`config.mk`:
```
export PLATFORM = sky130hd
export DESIGN_NAME = gidx_ctrl
export DESIGN_NICKNAME = d
export VERILOG_FILES = /design/src/rtl/gidx_pkg.sv /design/src/rtl/gidx_ctrl.sv
export SDC_FILE = /design/constraint.sdc
export NUM_CORES = 1
export LEC_CHECK = 0
export BUFFER_PORTS_ARGS = -buffer_cell sky130_fd_sc_hd__buf_2
export CORE_AREA = 2 2 39 41
export CTS_BUF_LIST = sky130_fd_sc_hd__clkbuf_4
export CTS_CLUSTER_SIZE = 10
export DETAILED_ROUTE_END_ITERATION = 8
export DIE_AREA = 0 0 41 43
export PLACE_DENSITY = 0.56
export SKIP_CTS_REPAIR_TIMING = 1
export SYNTH_ARGS = -nofsm -noshare
export SYNTH_HDL_FRONTEND = slang
export SYNTH_SLANG_ARGS = --single-unit
```
`constraint.sdc`:
```
create_clock -name clk_i -period 3.5 [get_ports clk_i]
set_input_delay 0.7 -clock clk_i [delete_from_list [all_inputs] [get_ports clk_i]]
set_output_delay 0.7 -clock clk_i [all_outputs]
set_load 0.03 [all_outputs]
```
`src/rtl/gidx_pkg.sv`:
```
package gidx_pkg;

  localparam int CODE_W   = 21;
  localparam int DIM_W    = 15;
  localparam int MET_W    = 16;
  localparam int IDX_W    = 8;
  localparam int STATUS_W = 3;

  typedef enum logic {
    OP_ADD  = 1'b0,
    OP_READ = 1'b1
  } opcode_e;

  typedef enum logic [STATUS_W-1:0] {
    ST_ADDED   = 3'd0,
    ST_PRESENT = 3'd1,
    ST_FULL    = 3'd2,
    ST_INVALID = 3'd3,
    ST_READ    = 3'd4
  } status_e;

  typedef enum logic [2:0] {
    S_IDLE     = 3'd0,
    S_RD_ISSUE = 3'd1,
    S_RD_DATA  = 3'd2,
    S_SCAN     = 3'd3,
    S_DONE     = 3'd4
  } ctrl_state_e;

  typedef struct packed {
    logic [CODE_W-1:0]        code;
    logic [DIM_W-1:0]         width;
    logic [DIM_W-1:0]         height;
    logic signed [MET_W-1:0]  bear_h;
    logic signed [MET_W-1:0]  bear_v;
    logic signed [MET_W-1:0]  adv_h;
    logic signed [MET_W-1:0]  adv_v;
  } entry_t;

  typedef struct packed {
    logic    load;
    logic    rd_issue;
    logic    scan_issue;
    logic    insert;
    logic    finish;
    status_e status;
  } cmd_t;

  typedef struct packed {
    logic code_zero;
    logic hit;
    logic more;
    logic full;
    logic ridx_ok;
  } stat_t;

endpackage

```
`src/rtl/gidx_ctrl.sv`:
```
module gidx_ctrl (
  input  logic             clk_i,
  input  logic             rst_ni,
  input  logic             start,
  input  logic             opcode_i,
  input  gidx_pkg::stat_t  stat_i,
  output gidx_pkg::cmd_t   cmd_o,
  output logic             busy,
  output logic             done_o
);
  import gidx_pkg::*;

  ctrl_state_e state_q, state_d;

  always_ff @(posedge clk_i or negedge rst_ni) begin
    if (!rst_ni) begin
      state_q <= S_IDLE;
    end else begin
      state_q <= state_d;
    end
  end

  always_comb begin
    state_d = state_q;
    cmd_o   = '{load: 1'b0, rd_issue: 1'b0, scan_issue: 1'b0, insert: 1'b0,
                finish: 1'b0, status: ST_INVALID};
    case (state_q)
      S_IDLE: begin
        if (start) begin
          cmd_o.load = 1'b1;
          state_d    = (opcode_i == OP_READ) ? S_RD_ISSUE : S_SCAN;
        end
      end
      S_RD_ISSUE: begin
        if (stat_i.ridx_ok) begin
          cmd_o.rd_issue = 1'b1;
          state_d        = S_RD_DATA;
        end else begin
          cmd_o.finish = 1'b1;
          cmd_o.status = ST_INVALID;
          state_d      = S_DONE;
        end
      end
      S_RD_DATA: begin
        cmd_o.finish = 1'b1;
        cmd_o.status = ST_READ;
        state_d      = S_DONE;
      end
      S_SCAN: begin
        if (stat_i.code_zero) begin
          cmd_o.finish = 1'b1;
          cmd_o.status = ST_INVALID;
          state_d      = S_DONE;
        end else if (stat_i.hit) begin
          cmd_o.finish = 1'b1;
          cmd_o.status = ST_PRESENT;
          state_d      = S_DONE;
        end else if (stat_i.more) begin
          cmd_o.scan_issue = 1'b1;
        end else if (stat_i.full) begin
          cmd_o.finish = 1'b1;
          cmd_o.status = ST_FULL;
          state_d      = S_DONE;
        end else begin
          cmd_o.insert = 1'b1;
          cmd_o.finish = 1'b1;
          cmd_o.status = ST_ADDED;
          state_d      = S_DONE;
        end
      end
      S_DONE: begin
        state_d = S_IDLE;
      end
      default: begin
        state_d = S_IDLE;
      end
    endcase
  end

  assign busy   = (state_q != S_IDLE);
  assign done_o = (state_q == S_DONE);

endmodule

```
==> metrics.md <==
| Metric | Value |
|---|---|
| Status | finished, final reports clean |
| Syn_area_per_cell | approximately 10 sq um |
| Crit-path max FO | 3 |
| Core area | around 1400 sq um |
| Clock H-tree levels | 1 |
| EDFF count, synth | 0 |
| CTS tree | yes |
| I/O pins | 19 |
| Grt total ovfl | 0 |
| Startpoint Class | input pin |
| Slew HR | around three quarters |
| CP Class | input pin to output port |
| Global Route Usage Sum | approximately 8.6% |
| Final period utilization | 66.32% |
| Arr. time, crit path | ~1.6 ns |
| Max-slew violation count | 0 |
| Post-synthesis cell area | between 200 and 300 sq um |
| Final period demand of the worst path | 2.321 ns |
| FILL cells | 165 |
| CTS max path bufs | 2 |
| Sequential area share after synthesis | around 26% |
| Cell with the most instances after synthesis | nor2_1 |
| Synth warn | 0 |
| Via density | about 4.4 |
| Cell variety after synth | 18 |
| Fraction of registers with async set/reset | 100.0% |
| Port Buffers | 18 |
| Drt drc | 0 |
| Ant diodes | 0 |
| Final design instance area without fill | just over 400 sq um |
| Post-synthesis register bit count | 3 |
| Cell taking the most area after synthesis | dfrtp_1 |
| Reg-to-reg startpoint | state_q[0]$_DFFE_PN0P_ |
| Most frequent cell on the critical path | buf_2 |
| Die Height | 43 microns |
| Layout area overhead | 43.29% |
| First-pass DRT Iterations | 2 |
| Clock root buffer | clkbuf_4 |
| Start point of the critical path | stat_i[4] |
| Max FFs per register | 3 |
| Vias in the first global route | ~290 |
| Share of cells above drive strength 1 | a little under three fifths |
| DP Area | roughly 380 sq um |
| Clk_lat worst skew | roughly 0.23 ns |
| FMAX | 430.8 MHz |
| Hold Path Class | input pin to async pin |
| Clock slew at reported path FFs | approximately 0.040 ns |
| Starting Density | 20.89% |
| Die W | ~40 microns |
| Primary FF master, synth | dfrtp_1 |
| Final Net Count | just under 60 |
| Syn Inst Count | 29 |
| Most flop-heavy register | state_q |
| Synth top area share | between 20% and 30% |
| Power per cell area | between 900 and 1000 nW/um^2 |
| Routed length per instance | between 10 and 15 microns |
| GPL Wtd Cong | 0.6642 |
| First-pass GRT wire length | just over 1000 microns |
| Clk_skew | about 0.00064 ns |
| Critical path, cell by cell | buf_2 -> or3_4 -> nor4b_4 -> buf_2 |
| Worst stage delay on the critical path | around 0.39 ns |
| Initial antenna violation count | 0 |
| Final TNS setup | 0 ns |
| Largest net degree at the start of global routing | 12 |
| Die footprint | about 1800 sq um |
| Vias | between 200 and 300 |
| Clock sink total | 3 |
| Cell Rows | 14 |
| Max IR drop VDD | 0.0002075 V |
| CTS Buf Count | 3 |
| Top Registers | state_q: 3 flops |
| Top cells by count, synth | 6 x nor2_1, 3 x dfrtp_1 |
| Req. time, crit path | between 2 and 3 ns |
| Ranking of synthesized cells by area | dfrtp_1 26%, nor4b_4 16%, nor2_1 7.8%, a21o_1 5.2%, buf_4 5.2% |
| Syn Nets | 38 |
| DP HPWL | 507.3 microns |
| Detail Route Antenna Nets | 0 |
| Setup violations, final | 0 |
| 1st-iter DRT viols | 1 |
| Final hold violation count | 0 |
| RSZ-0062 raised after global routing | false |
| Worst-Margin Slew | a little under 0.4 ns |
| Total Routed Length | approximately 650 microns |
| Max cap viols | 0 |
| Worst setup EP type | output port |
| P_leak | ~0.22 nW |
| Slowest-stage cell, CP | or3_4 |
==> layout by cell type, fill, tap and decap left out <==
master / count
or3_1: 1
buf_2: 18
nor3b_1: 1
nand2_1: 1
nor4b_4: 2
nand4bb_1: 1
a21o_1: 2
nor2_1: 6
a21boi_0: 1
or2_4: 1
nand2b_4: 1
o21bai_1: 2
clkbuf_4: 4
inv_1: 1
or3_4: 1
nor3_1: 1
o31ai_2: 1
dfrtp_1: 3
a22oi_1: 1
==> routing by layer <==
metal	part of all wire (%)	GRT usage (%)	vias to the layer above
met1	42	9.061	131
met2	50	13.13	14
met5	0	0	-
met3	7.7	1.571	0
li1	-	-	144
met4	0	8.000	0
==> critical path: cells and delay by family <==
kind / cells / cell delay [ns]
buf+inv: 2 / 0.34
simple gates: 2 / 0.59
==> logic make-up (layout without fill, tap and decap cells) <==
kind of cell	count (synthesis)	after routing	synth area share (%)
DFF	3	3	25.97
AOI/OAI and AO/OA	7	7	19.91
and+or+nand+nor	16	16	47.62
buffers and inverters	3	23	6.491
==> power by group <==
part | internal, W | switching (W)
clock | 0.0000505 | 0.0000182
combinational | 0.0000800 | 0.000129
sequential | 0.0000491 | 0.0000458
==> worst paths after layout <==
check	slack, ns	to	depth (start not counted)
worst max-delay path	1.18	cmd_o[4]	4
worst min-delay path	0.25	state_q[0]$_DFFE_PN0P_	1
worst max register to register	2.25	state_q[2]$_DFFE_PN0P_	3
worst min register to register	0.65	state_q[2]$_DFFE_PN0P_	1
max in group asynchronous	3.14	state_q[2]$_DFFE_PN0P_	1
min in group clk_i	0.65	state_q[2]$_DFFE_PN0P_	1
==> per-stage QoR <==
| step | setup slack, ns | power, W | util (%) | cells | hold slack, ns |
|---|---|---|---|---|---|
| after CTS | 1.173 | 0.0003811 | 29.93 | 65 | 0.2458 |
| after detailed placement | 1.173 | 0.0003085 | 27.76 | 61 | 0.4977 |
| final | 1.179 | 0.0003728 | 29.93 | 65 | 0.2543 |
| after global routing | 1.132 | 0.0004000 | 29.93 | 65 | 0.2483 |
| after global placement | 1.181 | 0.0003079 | 27.76 | 61 | 0.4964 |
| after floorplan | 1.275 | 0.0002607 | - | 29 | 0.4044 |
==> cell type report <==
cell class              count  area [sq um]  area share [%]
multi-input cells          23         195.2           47.13
repair buffers             18         90.09           21.75
flip-flops and latches      3         75.07           18.13
clock buffers               4         30.03           7.251
well taps                  16         20.02           4.834
inverters                   1         3.754          0.9063
No activity file was read; power rests on OpenSTA's default activity.
